**config.mk**
```make
export PLATFORM = sky130hd
export DESIGN_NAME = afts_div
export DESIGN_NICKNAME = d
export VERILOG_FILES = /design/src/hw/rtl/afts_pkg.sv /design/src/hw/rtl/afts_div.sv
export SDC_FILE = /design/constraint.sdc
export NUM_CORES = 1
export LEC_CHECK = 0
export BUFFER_PORTS_ARGS = -buffer_cell sky130_fd_sc_hd__buf_2
export CAP_MARGIN = 20
export CORE_MARGIN = 5
export CORE_UTILIZATION = 24
export CTS_BUF_LIST = sky130_fd_sc_hd__clkbuf_16
export DETAILED_ROUTE_END_ITERATION = 7
export HOLD_SLACK_MARGIN = 0.08
export PLACE_DENSITY = 0.5
export SYNTH_ARGS = -nofsm -noshare
export SYNTH_HDL_FRONTEND = slang
export SYNTH_SLANG_ARGS = --single-unit
export TNS_END_PERCENT = 10
```
**constraint.sdc**
```tcl
create_clock -name clk -period 5.26 [get_ports clk]
set_clock_uncertainty 0.2 [all_clocks]
set_input_delay 1.052 -clock clk [delete_from_list [all_inputs] [get_ports clk]]
set_output_delay 1.052 -clock clk [all_outputs]
set_load 0.03 [all_outputs]
```
**src/hw/rtl/afts_pkg.sv**
```systemverilog
// Shared types and constants for the animation frame timeline select unit.
package afts_pkg;

  // Default depth of the frame duration store.
  localparam int unsigned MAX_FRAMES_DEF = 256;

  // Playback time width and the width of a sum over one whole sequence
  // (at most 510 entries of 16 bits each).
  localparam int unsigned TIME_W = 32;
  localparam int unsigned SUM_W  = 26;

  // Item kinds.
  localparam logic MODE_LOAD  = 1'b0;
  localparam logic MODE_QUERY = 1'b1;

  // Configuration register indexes.
  localparam logic [1:0] CFG_FRAME_COUNT = 2'd0;
  localparam logic [1:0] CFG_TAG_FIRST   = 2'd1;
  localparam logic [1:0] CFG_TAG_LAST    = 2'd2;
  localparam logic [1:0] CFG_TAG_DIR     = 2'd3;

  // Tag playback directions.
  typedef enum logic [1:0] {
    DIR_FWD = 2'd0,
    DIR_REV = 2'd1,
    DIR_PP  = 2'd2,
    DIR_RPP = 2'd3
  } dir_t;

  // Result status codes.
  typedef enum logic [1:0] {
    ST_OK        = 2'd0,
    ST_NO_FRAMES = 2'd1,
    ST_BAD_TAG   = 2'd2
  } status_t;

endpackage

```
**src/hw/rtl/afts_div.sv**
```systemverilog
// Bit-serial restoring remainder unit: dividend modulo divisor, one bit per cycle.
module afts_div (
  input  logic                         clk,
  input  logic                         rst,
  input  logic                         go,
  input  logic [afts_pkg::TIME_W-1:0]  dividend,
  input  logic [afts_pkg::SUM_W-1:0]   divisor,
  output logic                         done,
  output logic [afts_pkg::SUM_W-1:0]   remainder
);

  localparam int unsigned CNT_W = $clog2(afts_pkg::TIME_W + 1);

  logic [afts_pkg::TIME_W-1:0] quo;
  logic [afts_pkg::SUM_W-1:0]  rem;
  logic [CNT_W-1:0]            cnt;
  logic                        running;
  logic [afts_pkg::SUM_W:0]    trial;

  // Shift the next dividend bit into the partial remainder.
  assign trial     = {rem, quo[afts_pkg::TIME_W-1]};
  assign remainder = rem;

  // One restoring step per cycle; the count runs down over the dividend bits.
  always_ff @(posedge clk) begin
    if (rst) begin
      running <= 1'b0;
      done    <= 1'b0;
      cnt     <= '0;
    end else begin
      done <= 1'b0;
      if (go) begin
        quo     <= dividend;
        rem     <= '0;
        cnt     <= CNT_W'(afts_pkg::TIME_W);
        running <= 1'b1;
      end else if (running) begin
        if (trial >= {1'b0, divisor}) begin
          rem <= afts_pkg::SUM_W'(trial - {1'b0, divisor});
        end else begin
          rem <= trial[afts_pkg::SUM_W-1:0];
        end
        quo <= quo << 1;
        cnt <= cnt - CNT_W'(1);
        if (cnt == CNT_W'(1)) begin
          running <= 1'b0;
          done    <= 1'b1;
        end
      end
    end
  end

endmodule

```
==> metrics, run 1 <==
Net Count, Synth 494; kind of cell adding the most delay to the critical path compound AO/OA/AOI/OAI gates; setup_tns 0 ns; Syn Area/Cell 10.5 um2; Die Ht 143 um; H-tree depth 3; worst hold margin approximately 0.30 ns; Critical Path Source Type input pin; vias per inst 4.53; outcome finished, final reports clean; Sequential Area around 0.0019 mm2; fmax 260 MHz; register area share after synthesis 44.7%; Mapped Cells roughly 400; RSZ-0062 raised after global routing no; largest net degree at the start of global routing 63; GRT Total Usage between 10% and 20%; Clock transition at path regs 0.06 ns; initial antenna violation count 0; Final #Nets 580; final worst path period share approximately 73%; first-pass GRT wire length 17.2 mm; dominant synthesized flop cell edfxtp_1; Antenna Cells 0; Initial Util 24.5%; TritonCTS clock tree yes; actual slew at the worst max-slew pin 0.889 ns; critical path endpoint category flip-flop; Ports 88; crit-path max FO 4; fin area 0.00527 mm2; Max VDD drop 0.000243 V; CP max stage delay 0.48 ns; Required @ worst endpoint slightly above 5 ns; drt pass-1 iters 4; slew margin rel. 40.6%; First DRT Iteration DRCs 129; Fin. Hold Viols 0; multi-input logic area approximately 0.0022 mm2; vias in the first global route 3477; Critical Path Slowest Stage Cell a2111oi_4; Tmin final 3.85 ns; Die ar. 0.0205 mm2; critical path class in -> reg; sum of buffers and inverters on the critical path 2; fillers ~1800; drt drc 0; Post-CTS Hold Buffers 0; flops & latches, synth 66; final wirelength 10.4 mm; Area after DPL between 0.004 and 0.005 mm2; total CTS buffers 9; root buf cell clkbuf_16; Tot Pwr roughly 1.8 mW; core area around 0.017 mm2; worst hold path type reg -> reg; Final Max Slew Viols 0; post_cts resized 0; max_cap viols 0; Power Dens Cells about 340 mW/mm2; setup bufs post-CTS 0; Row Count 48; number of flops mapped to enable cells by yosys a little under 60; count of cell types in the netlist 44; Area Overhead vs Synth 23.8%; Syn. warnings 0; GRT overflow 0; clock latency on the worst-skew pair 0.34 ns; Mapped Area 0.00426 mm2; Die Wd 143 um; Critical Path, Cell by Cell buf_2 -> inv_1 -> ha_1 -> nor2b_1 -> o31a_1 -> o2111a_1 -> a2111oi_4 -> a311oi_1 -> o41a_1 -> o21ai_0 -> nand4b_1 -> a21oi_1; asr flop ratio synth 0%; Final setup viols 0; total leakage power between 2 and 2.5 nW; Sink Count 66; CTS Buffer Depth 2; total number of vias 3258; hpwl dp 7.67 mm; gp weighted congestion 0.833; crit path DAT 3.71 ns; PortBufs 87; share of cells above drive strength 1 29.5%; post-route ant nets 0; wire per inst 14.4 um
==> path summary, 6_finish.rpt <==
check	from	to	slack, ns	cells past startpoint
worst max-delay path	divisor[2]	remainder[22]$_SDFFCE_PP0P_	1.41	12
worst min-delay path	cnt[1]$_SDFFE_PP0P_	cnt[1]$_SDFFE_PP0P_	0.30	2
worst max register to register	quo[31]$_DFFE_PP_	remainder[22]$_SDFFCE_PP0P_	1.77	12
worst min register to register	cnt[1]$_SDFFE_PP0P_	cnt[1]$_SDFFE_PP0P_	0.30	2
==> cell type report <==
cell class / instances / share of cell area, %
clock inverter: 7 / 1.92
tap: 225 / 5.34
timing repair buffer: 91 / 8.84
inverter: 33 / 2.35
multi-input combinational: 289 / 41.2
sequential: 66 / 36.1
clock buffer: 9 / 4.28
==> through the flow <==
| stage | utilization [%] | setup WS [ns] | instances |
|---|---|---|---|
| final | 30.3 | 1.41 | 720 |
| after global routing | 30.3 | 1.19 | 720 |
| after CTS | 30.3 | 1.42 | 720 |
| after detailed placement | 28.5 | 1.07 | 704 |
| after global placement | 28.5 | 1.11 | 704 |
| after floorplan | - | 0.523 | 404 |
==> synth_stat cells, types with 10 or more instances <==
| cell | number | area (um2) |
|---|---|---|
| a21o_1 | 15 | 113 |
| a21oi_1 | 21 | 105 |
| clkbuf_1 | 12 | 45.0 |
| edfxtp_1 | 58 | 1740 |
| ha_1 | 28 | 350 |
| inv_1 | 33 | 124 |
| mux2_2 | 31 | 349 |
| mux2i_1 | 16 | 160 |
| nand2_1 | 17 | 63.8 |
| nor2_1 | 46 | 173 |
| o21ai_0 | 10 | 50.1 |
| xnor2_1 | 15 | 131 |
| xor2_1 | 11 | 96.3 |
==> worst reg2reg max path: cells and delay by family (launching register included) <==
family / cells / cell delay [ns]
compound gates: 7 / 1.90
flops: 1 / 0.42
fa+ha+maj: 2 / 0.41
simple gates: 2 / 0.20
buf+inv: 1 / 0.08
==> power by group <==
group,internal [mW],total (mW),switching [mW]
clock network,0.419,0.667,0.248
registers,0.629,0.655,0.0262
logic,0.203,0.474,0.271
total,1.25,1.80,0.545
==> state kept, by name (all words and copies together), names as in the netlist <==
register	count
quo	32
remainder	26
cnt	6
done	1
running	1
==> cells in the final DEF (no fill, tap or decap), types with 2 or more instances in the layout <==
cell,instances
o21bai_1,3
inv_1,33
mux2i_1,16
o22ai_1,3
or3_1,2
dfxtp_1,8
inv_6,2
a31oi_1,4
nor4_1,2
o21ai_0,10
xnor2_1,15
nor2b_1,3
a211oi_1,9
xor2_1,11
ha_1,28
a21oi_1,21
or2_2,2
mux2_2,31
nand3_1,9
clkbuf_16,9
buf_2,87
nand4_1,6
o21a_1,7
a31o_2,2
clkinvlp_4,2
bufinv_16,2
nor2_1,45
edfxtp_1,58
nand2b_1,7
a21o_1,15
buf_4,4
nand2_1,17
nor3_1,6
==> per-layer routing <==
metal / routed length, um / GRT usage [%]
met5: 0 / 0
met4: 204 / 4.20
met3: 651 / 3.75
met2: 5060 / 18.0
met1: 4450 / 12.0
==> logic make-up after synthesis <==
logic type	after synthesis	share of synthesized area [%]
AOI/OAI and AO/OA	84	13.7
xor gates and xnor gates	26	5.35
adders and majority gates	29	8.70
buffers and inverters	49	4.56
DFF	66	44.7
muxes	47	12.0
and+or+nand+nor	103	11.1
No activity file was read; power rests on OpenSTA's default activity.
==> run 2, diff against run 1 <==
- ABC_AREA: default -> 1
- clock period: 5.26 -> 3.9 ns (I/O delays scaled with it)
==> metrics, run 2 <==
outcome finished, final reports clean; GRT Total Usage 12.0%; First DRT Iteration DRCs 297; Critical Path Source Type input pin; critical path class in -> reg; Fin. Hold Viols 0; worst hold path type reg -> reg; drt pass-1 iters 4; CTS Buffer Depth 2; wire per inst approximately 13 um; Final setup viols 0; sum of buffers and inverters on the critical path 4; crit-path max FO 20; fin util 29.3%; fillers 2380; Area Overhead vs Synth 20.5%; RSZ-0062 raised after global routing no; setup bufs post-CTS 0; Die ar. roughly 0.024 mm2; Tmin final a little under 3 ns; Net Count, Synth 859; Final Max Slew Viols 0; H-tree depth 3; fmax 346 MHz; final worst path period share between 70% and 80%; Clock transition at path regs 0.06 ns; worst slack, placed roughly 0.63 ns; Row Count 53; core area 0.0210 mm2; area fraction of the dominant cell type after synthesis between 30 and 40%; total CTS buffers 9; max reg flops 32; CP max stage delay 0.42 ns; post-synth top area cell edfxtp_1; setup_tns 0 ns; top layer reached by signal wires met5; metal2 WL between 6 and 7 mm; Required @ worst endpoint 3.80 ns; asr flop ratio synth 0%; Post-Layout Cell Count 1139; crit path DAT 2.80 ns; WHS Path Cells 2; Critical Path, Cell by Cell buf_2 -> inv_1 -> ha_1 -> nand2_2 -> nor2_4 -> inv_2 -> nor3_2 -> and2_1 -> nand2_2 -> nand3_4 -> buf_12 -> nand2_1 -> nand2_1 -> nor2_1; Tot Pwr 2.38 mW; Sink Count 66; actual slew at the worst max-slew pin 0.621 ns; drt drc 0; Die Wd between 150 and 200 um; Placed Cells incl. Taps between 1000 and 1500; Initial Util 24.3%; DR WL met3 roughly 920 um; most common cell after layout, fill and taps aside nand2_1; Largest Register quo; number of flops mapped to enable cells by yosys 58; share of cells above drive strength 1 16.0%; Setup WS post-layout 1.01 ns; Mapped Area 0.00511 mm2; Die Ht 156 um; GRT overflow 0; register area share after synthesis 37.2%; final wirelength 14.3 mm; Mapped Cells 769; critical path endpoint category flip-flop; top-count cell post-synth nand2_1; largest net degree at the start of global routing 60; clock latency on the worst-skew pair 0.34 ns; Syn Area/Cell 6.65 um2; hpwl dp 11.1 mm; post_cts resized 0; gp weighted congestion 0.835; multi-input logic area between 0.002 and 0.003 mm2; first-pass GRT wire length 23.4 mm; Crit path depth 14; Power Dens Cells 386 mW/mm2; most frequent cells in the layout nand2_1, inv_1, nor2_1, buf_2, edfxtp_1; M1 WL 6.59 mm; Sequential Area 0.00190 mm2; kind of cell adding the most delay to the critical path simple AND/OR/NAND/NOR gates; Synth top cells by count nand2_1, inv_1, nor2_1, edfxtp_1, ha_1; vias in the first global route 4706; Syn. warnings 0; worst reg2reg path depth 12; Final #Nets 948; Max VDD drop a little over 0.0002 V; ranking of synthesized cells by area edfxtp_1, nand2_1, inv_1; root buf cell clkbuf_16; total leakage power 3.31 nW; slew margin rel. 58.6%; Post-CTS Hold Buffers 0; initial antenna violation count 2; dominant synthesized flop cell edfxtp_1; total number of vias between 4000 and 5000; Critical Path Slowest Stage Cell ha_1; max_cap viols 0; PortBufs 87; vias per inst 4.12; count of cell types in the netlist 40; post-route ant nets 0; TritonCTS clock tree yes; Ports between 80 and 90; flops & latches, synth 66
## run 2: changes by cell type after synthesis, sizes merged, moves of 13 or more
cell | before | now
nand2 | 17 | 326
inv | 33 | 145
nor2 | 46 | 92
mux2 | 31 | 0
mux2i | 16 | 0
a21o | 15 | 1
nand4 | 6 | 20
nand3 | 9 | 22
## run 2: where the power goes
part | switching, mW | total (mW) | leakage, nW | internal (mW)
clock | 0.341 | 0.775 | 0.140 | 0.435
sequential | 0.0316 | 0.875 | 0.628 | 0.843
combinational | 0.472 | 0.726 | 2.54 | 0.254
## run 2: metal layers
layer	up-vias	global-route usage, %
met1	2060	15.3
li1	2519	-
met5	-	0
met3	13	3.83
met2	97	20.1
met4	4	2.38
## run 2: final timing paths
kind,end,startpoint,slack [ns]
worst max-delay path,remainder[7]$_SDFFCE_PP0P_,divisor[21],1.01
worst min-delay path,cnt[0]$_SDFFE_PP0P_,cnt[0]$_SDFFE_PP0P_,0.30
worst max register to register,remainder[7]$_SDFFCE_PP0P_,remainder[20]$_SDFFCE_PP0P_,1.11
worst min register to register,cnt[0]$_SDFFE_PP0P_,cnt[0]$_SDFFE_PP0P_,0.30
## run 2: logic make-up (layout without fill, tap and decap cells)
| logic type | count (synthesis) | in the layout | synth area share [%] |
|---|---|---|---|
| other cells | 0 | 1 | 0 |
| simple gates | 474 | 474 | 38.1 |
| compound gates | 23 | 23 | 2.54 |
| xor+xnor | 14 | 14 | 2.40 |
| flops | 66 | 66 | 37.2 |
| fa+ha+maj | 29 | 29 | 7.24 |
| buf+inv | 163 | 257 | 12.5 |
## run 2: area by class of cell
type                       count  share of cell area, %
sequential                    66                   30.9
multi-input combinational    540                   41.9
clock inverter                 7                  0.873
antenna                        1                 0.0406
timing repair buffer          94                   8.12
tap                          275                   5.58
clock buffer                   9                   3.65
inverter                     147                   8.95
## run 2: tightest hold or removal path, stage by stage (launching register included)
cell	delay, ns
dfxtp_1	0.32
nand2_1	0.07
a21oi_1	0.06
## run 2: stage by stage
stage	hold slack [ns]	instance area (um2)
2_1_floorplan	0.262	5120
3_3_place_gp	0.284	5880
3_5_place_dp	0.291	5880
4_1_cts	0.300	6160
5_1_grt	0.317	6160
6_report	0.296	6160
==> run 3, diff against run 2 <==
- PLACE_DENSITY: 0.5 -> 0.51
- clock period: 3.9 -> 2.39 ns (I/O delays scaled with it)
==> metrics, run 3 (synthesized netlist as in run 2, its figures left out) <==
Final #Nets 1048; Clock transition at path regs roughly 0.070 ns; max_cap viols 0; final wirelength roughly 15 mm; Endpoint, Worst Hold quo[0]$_SDFFCE_PN0P_; Area after DPL 0.00659 mm2; critical path class reg -> reg; switching power total 1.54 mW; final worst path period share 97.1%; total leakage power 3.80 nW; vias in the first global route 5035; worst hold path type in -> reg; GRT overflow 0; vias per inst ~4; sequential group share of total power 32.9%; fillers 2280; root buf cell clkbuf_16; H-tree depth 3; Largest Register quo; Power Dens Cells 597 mW/mm2; Sequential Area 0.00190 mm2; actual slew at the worst max-slew pin around 0.54 ns; worst hold margin between 0.15 and 0.2 ns; Setup WS post-layout 0.0683 ns; Die Wd 156 um; gp weighted congestion around 0.83; clock latency on the worst-skew pair 0.35 ns; P_int ~2.8 mW; Critical Path, Cell by Cell ha_4 -> nand2_2 -> nor2_4 -> inv_2 -> nor3_2 -> and2_1 -> nand2_2 -> nand3_4 -> inv_2 -> nor2_1 -> nor2_1; total number of vias just over 5000; fmax 431 MHz; most common cell after layout, fill and taps aside nand2_1; wire per inst 12.5 um; Critical Path Slowest Stage Cell edfxtp_1; Required @ worst endpoint 2.29 ns; Initial Util 24.3%; first-pass GRT wire length 24.3 mm; Final Max Slew Viols 0; Ports ~90; multi-input logic area 0.00294 mm2; hold path start dividend[0]; hpwl dp 11.8 mm; Final setup viols 0; GRT Total Usage 12.6%; CP max stage delay about 0.45 ns; Reg2Reg Setup Slack 0.07 ns; Antenna Cells 0; sum of buffers and inverters on the critical path 2; switch share 35.3%; Critical Path Source Type flip-flop; Comb power frac a little over a third; initial antenna violation count 4; Tmin final roughly 2.3 ns; Die Ht 156 um; fin util 34.8%; max reg flops 32; kind of cell adding the most delay to the critical path simple AND/OR/NAND/NOR gates; Sink Count between 60 and 70; Row Count 53; total CTS buffers 9; post-route ant nets 0; Area Overhead vs Synth 42.9%; outcome finished, final reports clean; most frequent cells in the layout nand2_1, inv_1, buf_4; FF-to-FF Start remainder[18]$_SDFFCE_PP0P_; share of cells above drive strength 1 29.4%; crit path DAT 2.22 ns; largest net degree at the start of global routing 38; critical path endpoint category flip-flop; slew margin rel. between 60% and 70%; worst slack, placed -0.224 ns; Post-CTS Hold Buffers 0; RSZ-0062 raised after global routing yes; setup_tns 0 ns; worst reg2reg path depth 11; WHS Path Cells 3; drt pass-1 iters 4; TritonCTS clock tree yes; Fin. Hold Viols 0; reg2reg end remainder[25]$_SDFFCE_PP0P_; fin area around 0.0073 mm2; Die ar. roughly 0.024 mm2; drt drc 0; PortBufs 87; crit-path max FO 9; core area 0.0210 mm2; CTS Buffer Depth 2; First DRT Iteration DRCs 213; Clock Power Share 30.6%; Max VDD drop 0.000339 V
-- run 3: changes by cell type in the layout (fill, tap and decap cells not counted), moves of 4 or more --
cell,change
ha_1,-24
nor2_1,-13
clkinv_4,-4
nor2_2,+11
buf_4,+98
ha_4,+24
-- run 3: worst register-to-register path: stages, from the launching register on --
cell,delay (ns)
edfxtp_1,0.45
ha_4,0.33
nand2_2,0.09
nor2_4,0.13
inv_2,0.04
nor3_2,0.15
and2_1,0.17
nand2_2,0.07
nand3_4,0.12
inv_2,0.13
nor2_1,0.13
nor2_1,0.05
-- run 3: area by class of cell --
class	instances	share of cell area, %
Multi-Input combinational cell	540	40.3
Sequential cell	66	26.0
Timing Repair Buffer	194	17.5
Inverter	147	7.57
Tap cell	275	4.71
Clock buffer	9	3.08
Clock inverter	7	0.822
-- run 3: worst max-delay path by stage --
stage,from,end,slack (ns),cells after the start
floorplan,remainder[1]$_SDFFCE_PP0P_,remainder[1]$_SDFFCE_PP0P_,-0.006,10
global placement,divisor[25],remainder[3]$_SDFFCE_PP0P_,-0.22,14
detailed placement,divisor[0],remainder[14]$_SDFFCE_PP0P_,-0.22,14
CTS,remainder[9]$_SDFFCE_PP0P_,remainder[9]$_SDFFCE_PP0P_,0.002,13
global route,remainder[12]$_SDFFCE_PP0P_,remainder[7]$_SDFFCE_PP0P_,-0.09,12
finish,remainder[18]$_SDFFCE_PP0P_,remainder[25]$_SDFFCE_PP0P_,0.07,11
-- run 3: per-stage QoR --
| stage | total power, mW | cells |
|---|---|---|
| 2_1_floorplan | 2.32 | 769 |
| 3_3_place_gp | 2.90 | 1215 |
| 3_5_place_dp | 2.91 | 1215 |
| 4_1_cts | 4.30 | 1232 |
| 5_1_grt | 4.67 | 1238 |
| 6_report | 4.37 | 1238 |
-- run 3: routing by layer --
layer | part of all wire, % | wire length (um) | vias to the layer above | track usage (%)
met4 | 1.5 | 225 | 8 | 3.00
met3 | 6.8 | 1050 | 24 | 4.38
met2 | 46 | 7110 | 104 | 20.9
met1 | 45 | 7030 | 2240 | 15.7
li1 | - | - | 2728 | -
met5 | 0.36 | 55 | - | 0
-- run 3: repair_timing --
item | in CTS | in global routing
gates cloned | 0 | 1
setup buffers | 1 | 5
endpoints found under the setup margin | 26 | 26
gates resized for setup | 7 | 41
pin swaps | 1 | 5
-- run 3: power groups by stage --
stage	Clock (mW)	Sequential (mW)	Combinational, mW
floorplan	0	1.52	0.797
global placement	0	1.44	1.46
detailed placement	0	1.44	1.47
CTS	1.38	1.42	1.49
global route	1.43	1.44	1.80
finish	1.34	1.43	1.60
